--- src/hdl/mavf_pkg.sv ---
// ----------------------------------------------------------------------------
// mavf_pkg
// Types and fixed constants of the moving average filter.
// ----------------------------------------------------------------------------
`default_nettype none

package mavf_pkg;

   localparam int SAMPLE_W = 32;   // sample and average width
   localparam int CSR_W    = 7;    // window length register width

   localparam logic [CSR_W-1:0] LEN_RESET = CSR_W'(16);

   // status of the bit-serial divider
   typedef struct packed {
      logic busy;
      logic done;
   } div_status_type;

endpackage

`default_nettype wire

--- src/hdl/mavf_window.sv ---
// ----------------------------------------------------------------------------
// mavf_window
// Window store: one write port, one registered read port.
// ----------------------------------------------------------------------------
`default_nettype none

module mavf_window #(
   parameter int DEPTH  = 64,
   parameter int IDX_W  = 6
) (
   input  wire logic                          clock,
   input  wire logic                          wr_en,
   input  wire logic [IDX_W-1:0]              wr_addr,
   input  wire logic [mavf_pkg::SAMPLE_W-1:0] wr_data,
   input  wire logic                          rd_en,
   input  wire logic [IDX_W-1:0]              rd_addr,
   output logic [mavf_pkg::SAMPLE_W-1:0]      rd_data
);

   logic [mavf_pkg::SAMPLE_W-1:0] mem [DEPTH];
   logic [mavf_pkg::SAMPLE_W-1:0] rd_data_ff;

   always_ff @(posedge clock) begin
      if (wr_en) begin
         mem[wr_addr] <= wr_data;
      end
   end

   always_ff @(posedge clock) begin
      if (rd_en) begin
         rd_data_ff <= mem[rd_addr];
      end
   end

   assign rd_data = rd_data_ff;

endmodule

`default_nettype wire

--- src/hdl/mavf_serial_div.sv ---
// ----------------------------------------------------------------------------
// mavf_serial_div
// Restoring divider, one quotient bit per cycle, unsigned operands.
// ----------------------------------------------------------------------------
`default_nettype none

module mavf_serial_div #(
   parameter int SUM_W = 39,
   parameter int DIV_W = 7
) (
   input  wire logic               clock,
   input  wire logic               reset,
   input  wire logic               start,
   input  wire logic [SUM_W-1:0]   dividend,
   input  wire logic [DIV_W-1:0]   divisor,
   output logic [SUM_W-1:0]        quotient,
   output mavf_pkg::div_status_type status
);

   localparam int CNT_W = $clog2(SUM_W + 1);

   logic [SUM_W-1:0] quo_ff;
   logic [DIV_W-1:0] rem_ff;
   logic [DIV_W-1:0] dvs_ff;
   logic [CNT_W-1:0] count_ff;
   logic             busy_ff;
   logic             done_ff;

   logic [DIV_W:0]   trial;
   logic             fits;

   // shift in the next dividend bit and try the subtract
   assign trial = {rem_ff, quo_ff[SUM_W-1]};
   assign fits  = (trial >= {1'b0, dvs_ff});

   always_ff @(posedge clock) begin
      if (reset) begin
         busy_ff  <= 1'b0;
         done_ff  <= 1'b0;
         count_ff <= '0;
      end else begin
         // pulse done on the cycle after the last quotient bit
         done_ff <= !start && busy_ff && (count_ff == CNT_W'(1));
         if (start) begin
            quo_ff   <= dividend;
            rem_ff   <= '0;
            dvs_ff   <= divisor;
            count_ff <= CNT_W'(SUM_W);
            busy_ff  <= 1'b1;
         end else if (busy_ff) begin
            quo_ff   <= {quo_ff[SUM_W-2:0], fits};
            rem_ff   <= fits ? DIV_W'(trial - {1'b0, dvs_ff}) : DIV_W'(trial);
            count_ff <= count_ff - CNT_W'(1);
            if (count_ff == CNT_W'(1)) begin
               busy_ff <= 1'b0;
            end
         end
      end
   end

   assign quotient    = quo_ff;
   assign status.busy = busy_ff;
   assign status.done = done_ff;

endmodule

`default_nettype wire

--- src/hdl/moving_average_filter_unit.sv ---
// ----------------------------------------------------------------------------
// moving_average_filter_unit
// Boxcar moving average with a bit-serial divider.
// ----------------------------------------------------------------------------
// Each item carries one signed sample. The block returns
// (sample + sum of the last window_length stored samples) / (window_length+1),
// truncated toward zero, then stores the sample in the ring over the oldest
// entry. One item is in flight at a time; it passes the load, setup, divide
// and finish states before its result turns valid; SUM_W, the width of the
// running sum, is 32 + clog2(MAX_WINDOW+1). The bit-serial restoring divider,
// which retires one quotient bit per cycle, takes up most of the time per
// item. A new item is taken while the last result still waits on the
// response side; the one after it stalls until that result goes.
// Writing window_length (0 reads as 1, values above MAX_WINDOW saturate) also
// empties the window; the length after reset is 16, or MAX_WINDOW if smaller.
// There is no clearing pass after reset: a fill flag marks the ring as holding
// zeros until every entry of the current window was written.
// ----------------------------------------------------------------------------
`default_nettype none

module moving_average_filter_unit #(
   parameter int MAX_WINDOW = 64
) (
   input  wire logic                                 clock,
   input  wire logic                                 reset,
   input  wire logic                                 req_valid,
   output logic                                      req_ready,
   input  wire logic signed [mavf_pkg::SAMPLE_W-1:0] req_sample,
   output logic                                      rsp_valid,
   input  wire logic                                 rsp_ready,
   output logic signed [mavf_pkg::SAMPLE_W-1:0]      rsp_average,
   input  wire logic                                 csr_wr_en,
   input  wire logic [mavf_pkg::CSR_W-1:0]           csr_wr_data
);

   localparam int SW    = mavf_pkg::SAMPLE_W;
   localparam int LEN_W = mavf_pkg::CSR_W;
   localparam int IDX_W = $clog2(MAX_WINDOW);
   localparam int SUM_W = SW + $clog2(MAX_WINDOW + 1);
   localparam int DIV_W = $clog2(MAX_WINDOW + 2);
   localparam int CMP_W = IDX_W + LEN_W + 1;

   // reset length, held within the ring size
   localparam logic [LEN_W-1:0] LEN_START =
      (MAX_WINDOW < int'(mavf_pkg::LEN_RESET)) ? LEN_W'(MAX_WINDOW) : mavf_pkg::LEN_RESET;

   typedef enum logic [2:0] {
      ST_IDLE,
      ST_LOAD,
      ST_SETUP,
      ST_DIVIDE,
      ST_FINISH
   } state_type;

   state_type                state_ff;
   logic signed [SW-1:0]     sample_ff;
   logic [IDX_W-1:0]         next_ff;
   logic [IDX_W-1:0]         wi_ff;
   logic [LEN_W-1:0]         len_ff;
   logic signed [SUM_W-1:0]  sum_ff;
   logic signed [SUM_W-1:0]  dividend_ff;
   logic [SW-1:0]            old_ff;
   logic                     neg_ff;
   logic                     full_ff;
   logic                     rsp_valid_ff;
   logic signed [SW-1:0]     rsp_average_ff;

   logic [LEN_W-1:0]         len_in;
   logic [CMP_W-1:0]         wi_inc;
   logic [IDX_W-1:0]         next_in;
   logic                     accept;
   logic [SUM_W-1:0]         div_dividend;
   logic [DIV_W-1:0]         div_divisor;
   logic [SUM_W-1:0]         div_quotient;
   mavf_pkg::div_status_type div_status;
   logic [SW-1:0]            rd_data;
   logic [SW-1:0]            quo_low;

   // clamp the written length into 1..MAX_WINDOW
   always_comb begin
      if (csr_wr_data == '0) begin
         len_in = LEN_W'(1);
      end else if (CMP_W'(csr_wr_data) > CMP_W'(MAX_WINDOW)) begin
         len_in = LEN_W'(MAX_WINDOW);
      end else begin
         len_in = csr_wr_data;
      end
   end

   // advance the write index modulo the window length
   assign wi_inc  = CMP_W'(wi_ff) + CMP_W'(1);
   assign next_in = (wi_inc == CMP_W'(len_ff)) ? '0 : IDX_W'(wi_inc);

   assign req_ready = (state_ff == ST_IDLE) && !div_status.busy;
   assign accept    = req_valid && req_ready;

   // divide magnitudes, fix the sign afterwards (truncation toward zero)
   assign div_dividend = dividend_ff[SUM_W-1] ? SUM_W'(-dividend_ff) : SUM_W'(dividend_ff);
   assign div_divisor  = DIV_W'(len_ff) + DIV_W'(1);
   assign quo_low      = div_quotient[SW-1:0];

   mavf_window #(
      .DEPTH (MAX_WINDOW),
      .IDX_W (IDX_W)
   ) u_window (
      .clock   (clock),
      .wr_en   (state_ff == ST_SETUP),
      .wr_addr (next_ff),
      .wr_data (sample_ff),
      .rd_en   (accept),
      .rd_addr (next_in),
      .rd_data (rd_data)
   );

   mavf_serial_div #(
      .SUM_W (SUM_W),
      .DIV_W (DIV_W)
   ) u_div (
      .clock    (clock),
      .reset    (reset),
      .start    (state_ff == ST_SETUP),
      .dividend (div_dividend),
      .divisor  (div_divisor),
      .quotient (div_quotient),
      .status   (div_status)
   );

   always_ff @(posedge clock) begin
      if (reset) begin
         state_ff     <= ST_IDLE;
         wi_ff        <= '0;
         len_ff       <= LEN_START;
         sum_ff       <= '0;
         full_ff      <= 1'b0;
         rsp_valid_ff <= 1'b0;
      end else begin
         // drop the result once the consumer takes it, unless a new one lands
         if (rsp_valid_ff && rsp_ready && (state_ff != ST_FINISH)) begin
            rsp_valid_ff <= 1'b0;
         end

         unique case (state_ff)
            ST_IDLE: begin
               if (accept) begin
                  sample_ff <= req_sample;
                  next_ff   <= next_in;
                  state_ff  <= ST_LOAD;
               end
            end
            ST_LOAD: begin
               // an entry not yet written in this window reads as zero
               old_ff      <= full_ff ? rd_data : '0;
               dividend_ff <= sum_ff + {{(SUM_W-SW){sample_ff[SW-1]}}, sample_ff};
               state_ff    <= ST_SETUP;
            end
            ST_SETUP: begin
               // retire the oldest entry from the running sum, store the sample
               sum_ff   <= dividend_ff - {{(SUM_W-SW){old_ff[SW-1]}}, old_ff};
               neg_ff   <= dividend_ff[SUM_W-1];
               wi_ff    <= next_ff;
               if (next_ff == '0) begin
                  full_ff <= 1'b1;
               end
               state_ff <= ST_DIVIDE;
            end
            ST_DIVIDE: begin
               if (div_status.done) begin
                  state_ff <= ST_FINISH;
               end
            end
            ST_FINISH: begin
               // hold until the output register is free
               if (!rsp_valid_ff || rsp_ready) begin
                  rsp_average_ff <= neg_ff ? -quo_low : quo_low;
                  rsp_valid_ff   <= 1'b1;
                  state_ff       <= ST_IDLE;
               end
            end
            default: begin
               state_ff <= ST_IDLE;
            end
         endcase

         // a length write empties the window
         if (csr_wr_en) begin
            len_ff  <= len_in;
            wi_ff   <= '0;
            sum_ff  <= '0;
            full_ff <= 1'b0;
         end
      end
   end

   assign rsp_valid   = rsp_valid_ff;
   assign rsp_average = rsp_average_ff;

endmodule

`default_nettype wire

--- config.mk ---
export PLATFORM = sky130hd
export DESIGN_NAME = moving_average_filter_unit
export DESIGN_NICKNAME = d
export VERILOG_FILES = /design/src/hdl/mavf_pkg.sv /design/src/hdl/mavf_window.sv /design/src/hdl/mavf_serial_div.sv /design/src/hdl/moving_average_filter_unit.sv
export SDC_FILE = /design/constraint.sdc
export NUM_CORES = 2
export LEC_CHECK = 0
export BUFFER_PORTS_ARGS = -buffer_cell sky130_fd_sc_hd__buf_2
export CORE_MARGIN = 2
export CORE_UTILIZATION = 45
export CTS_BUF_LIST = sky130_fd_sc_hd__clkbuf_2 sky130_fd_sc_hd__clkbuf_4 sky130_fd_sc_hd__clkbuf_8
export DETAILED_ROUTE_END_ITERATION = 16
export PLACE_DENSITY = 0.67
export SYNTH_ARGS = -nofsm -noshare
export SYNTH_HDL_FRONTEND = slang
export SYNTH_SLANG_ARGS = --single-unit
--- constraint.sdc ---
create_clock -name clock -period 14.57 [get_ports clock]
set_clock_uncertainty 0.2 [all_clocks]
set_input_delay 2.914 -clock clock [delete_from_list [all_inputs] [get_ports clock]]
set_output_delay 2.914 -clock clock [all_outputs]
set_load 0.01 [all_outputs]
==> metrics.txt <==
# TYPE chip_impl_metric gauge
chip_impl_metric{name="grt_use_total",unit="%"} 28.9
chip_impl_info{name="cts_root_buffer",value="sky130_fd_sc_hd__clkbuf_8"} 1
chip_impl_metric{name="largest_net_degree_at_the_start_of_global_routing",unit=""} 128
chip_impl_metric{name="hold_viol",unit=""} 0
chip_impl_metric{name="fin_crit",unit="ps"} 6440
chip_impl_metric{name="nets",unit=""} 6908
chip_impl_info{name="setup_repair_after_global_routing_missed_its_margin",value="no"} 1
chip_impl_metric{name="final_antenna_net_count",unit=""} 0
chip_impl_metric{name="drt-pass1-iter-count",unit=""} 8
chip_impl_metric{name="cts.reportedPaths.clkPinSlew",unit="ps"} 70
chip_impl_info{name="worstHoldPathType",value="flop to flop"} 1
chip_impl_info{name="postSynth.topFlopCell",value="sky130_fd_sc_hd__edfxtp_1"} 1
chip_impl_metric{name="initial_utilization",unit="%"} 45.1
chip_impl_metric{name="grt_antenna_before_repair",unit=""} 27
chip_impl_metric{name="layout_worst_path_cycle_share",unit="%"} 44.2
chip_impl_metric{name="postSynth.asyncResetShare",unit="%"} 0
chip_impl_metric{name="grt_pass1_wl",unit="mm"} 446
chip_impl_metric{name="row_count",unit=""} 169
chip_impl_metric{name="clock.fmax",unit="GHz"} 0.155
chip_impl_metric{name="worst_slew_pin_slew",unit="ps"} 1470
chip_impl_metric{name="clk_latency",unit="ps"} 1110
chip_impl_metric{name="synth_warnings",unit=""} 0
chip_impl_metric{name="cts_made_buffers",unit=""} 385
chip_impl_metric{name="internal-power",unit="W"} 0.0108
chip_impl_metric{name="avgRoutedWirePerCell",unit="um"} 32.4
chip_impl_metric{name="power.leakage",unit="nW"} 34.2
chip_impl_metric{name="total_switching_power",unit="W"} 0.00358
chip_impl_metric{name="total_power",unit="W"} 0.0143
chip_impl_metric{name="final_layout_size_suffix_gt1_share",unit="%"} 15.4
chip_impl_info{name="outcome",value="finished, final reports clean"} 1
chip_impl_metric{name="dp.final_hpwl",unit="mm"} 184
chip_impl_info{name="worst_setup_path_start_kind",value="flop"} 1
chip_impl_metric{name="drt_iter0_drc",unit=""} 11200
chip_impl_metric{name="proportion_of_total_power_due_to_net_switching",unit="%"} 24.9
chip_impl_metric{name="clock_tree.htree_level_count",unit=""} 5
chip_impl_metric{name="synthesis.instances",unit=""} 6505
chip_impl_info{name="cts_tree",value="done"} 1
chip_impl_metric{name="setup_viol",unit=""} 0
chip_impl_metric{name="place.gp.congestion",unit=""} 0.936
chip_impl_info{name="endpoint_kind",value="flop"} 1
chip_impl_metric{name="remaining_routing_drc_violations",unit=""} 0
chip_impl_metric{name="final.fill_count",unit=""} 17400
chip_impl_metric{name="post_cts_resized",unit=""} 0
chip_impl_metric{name="post_drt_via_cell_ratio",unit=""} 6.49
chip_impl_metric{name="timing.final.ws_setup",unit="ps"} 8130
chip_impl_metric{name="synth.avg_cell_area",unit="um^2"} 14.7
chip_impl_metric{name="synth.ff_latch_count",unit=""} 2340
chip_impl_info{name="synth_most_common_cell",value="sky130_fd_sc_hd__edfxtp_1"} 1
chip_impl_metric{name="fin_tns_setup",unit="ps"} 0
chip_impl_info{name="worst-setup-path-type",value="flop to flop"} 1
chip_impl_metric{name="first_global_vias",unit=""} 60900
chip_impl_info{name="yosys-top-cells-count",value="sky130_fd_sc_hd__edfxtp_1 (2,275), sky130_fd_sc_hd__nand2_1 (539), sky130_fd_sc_hd__o21ai_0 (482)"} 1
chip_impl_metric{name="timing.critical_path.fanout_max",unit=""} 45
chip_impl_metric{name="largest_vdd_supply_drop",unit="mV"} 0.106
chip_impl_metric{name="relative_max_transition_margin",unit="%"} 1.57
chip_impl_info{name="yosys.area.top_type",value="sky130_fd_sc_hd__edfxtp_1"} 1
chip_impl_metric{name="report.final.slew_viol_count",unit=""} 0
chip_impl_metric{name="area_growth",unit="%"} 12.4
chip_impl_metric{name="detailroute.via_count",unit=""} 64000
chip_impl_metric{name="placement.io_buffers",unit=""} 77
chip_impl_metric{name="dpl_worst_slack",unit="ps"} 8420
chip_impl_metric{name="die_area",unit="mm^2"} 0.216
chip_impl_metric{name="core-area",unit="mm^2"} 0.211
chip_impl_metric{name="ys_seq_area_share",unit="%"} 73.0
chip_impl_metric{name="holdBufCountCts",unit=""} 0
chip_impl_metric{name="cts-root-to-sink-buffers",unit=""} 4
chip_impl_metric{name="p_comb_share",unit="%"} 8.6
chip_impl_metric{name="synth_fp_nets",unit=""} 6641
chip_impl_metric{name="grt_overflow_total",unit=""} 0
chip_impl_metric{name="timing.critical_path.required",unit="ps"} 15260
chip_impl_metric{name="count_of_flip_flops_with_a_built_in_enable_after_synthesis",unit=""} 2275
chip_impl_metric{name="vertical_die_dimension",unit="um"} 464
chip_impl_metric{name="power-per-cell-area",unit="mW/mm^2"} 134
chip_impl_metric{name="route.final.wire_length",unit="mm"} 320
chip_impl_metric{name="share_seq_of_total_power",unit="%"} 53.3
chip_impl_metric{name="synth_top_area_share",unit="%"} 71.6
chip_impl_metric{name="number_of_distinct_library_cells_after_synthesis",unit=""} 87
chip_impl_metric{name="clock_sinks",unit=""} 2340
chip_impl_metric{name="synth_area",unit="mm^2"} 0.0954
chip_impl_metric{name="post-cts-setup-buffers",unit=""} 0
chip_impl_metric{name="chipWidth",unit="um"} 464
chip_impl_metric{name="clockPowerShare",unit="%"} 38.1
chip_impl_metric{name="timing.max_cap.violations",unit=""} 0
chip_impl_metric{name="io_pins",unit=""} 78
chip_impl_info{name="netlist_top_cells_area",value="sky130_fd_sc_hd__edfxtp_1 (72%), sky130_fd_sc_hd__mux2i_1 (2.8%), sky130_fd_sc_hd__o21ai_0 (2.5%)"} 1
chip_impl_metric{name="worst-endpoint-arrival",unit="ps"} 7130
per-layer routing:
metal	track usage (%)	up-vias	share of wire, %
met2	42.2	5298	43
met5	0.312	-	0.18
li1	-	26100	-
met1	37.4	31500	35
met4	15.1	30	6.0
met3	10.7	1100	16
placed cells by master (no fill, tap or decap), types with 130 or more instances in the layout:
cell,instances
sky130_fd_sc_hd__o22ai_1,181
sky130_fd_sc_hd__nand2_1,535
sky130_fd_sc_hd__mux2i_1,265
sky130_fd_sc_hd__clkbuf_4,137
sky130_fd_sc_hd__clkbuf_8,394
sky130_fd_sc_hd__o21ai_0,482
sky130_fd_sc_hd__a21oi_1,305
sky130_fd_sc_hd__buf_4,203
sky130_fd_sc_hd__o211ai_1,130
sky130_fd_sc_hd__nor2_1,266
sky130_fd_sc_hd__edfxtp_1,2275
sky130_fd_sc_hd__o221ai_1,157
cell type report:
class / instances / area [um^2] / share of cell area [%]
Tap cell: 2821 / 3530 / 3.29
Antenna cell: 18 / 45.0 / 0.0420
Clock buffer: 531 / 6450 / 6.02
Clock inverter: 118 / 627 / 0.585
Inverter: 97 / 378 / 0.352
Timing Repair Buffer: 285 / 2010 / 1.87
Multi-Input combinational cell: 3663 / 24600 / 22.9
Sequential cell: 2340 / 69600 / 64.9
worst paths after layout:
path | cells past startpoint | end | slack [ps] | from
worst min register to register | 2 | sum_ff[7]$_SDFFE_PP0P_ | 260 | sum_ff[7]$_SDFFE_PP0P_
worst max register to register | 14 | u_window.rd_data[12]$_DFFE_PP_ | 8130 | wi_ff[0]$_SDFFE_PP0P_
worst min-delay path | 2 | sum_ff[7]$_SDFFE_PP0P_ | 260 | sum_ff[7]$_SDFFE_PP0P_
worst max-delay path | 14 | u_window.rd_data[12]$_DFFE_PP_ | 8130 | wi_ff[0]$_SDFFE_PP0P_
registers in the layout, indices dropped and copies added, names as in the netlist, 32 cells and up:
register and flops:
u_window.mem 2048, sample_ff 32, sum_ff 39, old_ff 32
u_window.rd_data 32, rsp_average 32, dividend_ff 39, u_div.quotient 39
power groups by stage:
stage | sequential (W) | combinational (W) | clock (W)
6_report | 0.00765 | 0.00123 | 0.00546
5_1_grt | 0.00765 | 0.00129 | 0.00576
4_1_cts | 0.00764 | 0.00119 | 0.00549
3_5_place_dp | 0.00778 | 0.00119 | 0
3_3_place_gp | 0.00778 | 0.00116 | 0
2_1_floorplan | 0.00778 | 0.000658 | 0
worst max-delay path, stage by stage (launching register included):
cell and delay (ps):
sky130_fd_sc_hd__dfxtp_4 730, sky130_fd_sc_hd__ha_4 580, sky130_fd_sc_hd__xor2_1 140, sky130_fd_sc_hd__nor2_1 310
sky130_fd_sc_hd__o2111ai_4 370, sky130_fd_sc_hd__o31ai_4 360, sky130_fd_sc_hd__clkinv_2 530, sky130_fd_sc_hd__nand2_4 550
sky130_fd_sc_hd__buf_4 660, sky130_fd_sc_hd__buf_4 560, sky130_fd_sc_hd__o211ai_1 130, sky130_fd_sc_hd__and3_1 230
sky130_fd_sc_hd__a31oi_1 180, sky130_fd_sc_hd__o211ai_1 350, sky130_fd_sc_hd__a21oi_1 250
metrics by stage:
| step | hold WS (ps) | utilization [%] | area, um^2 | std cells |
|---|---|---|---|---|
| 2_1_floorplan | 236 | - | 95400 | 6505 |
| 3_3_place_gp | 242 | 47.3 | 100000 | 9205 |
| 3_5_place_dp | 249 | 47.3 | 100000 | 9206 |
| 4_1_cts | 257 | 50.7 | 107000 | 9855 |
| 5_1_grt | 275 | 50.7 | 107000 | 9860 |
| 6_report | 258 | 50.7 | 107000 | 9873 |
logic make-up after synthesis:
family	after synthesis	share of synthesized area, %
AOI/OAI and AO/OA	1718	11.7
DFF	2340	73.0
and+or+nand+nor	1345	6.35
muxes	361	4.34
xor gates and xnor gates	147	1.41
adders and majority gates	92	1.23
buffers and inverters	502	2.05
Power figures use the tool's default switching activity.
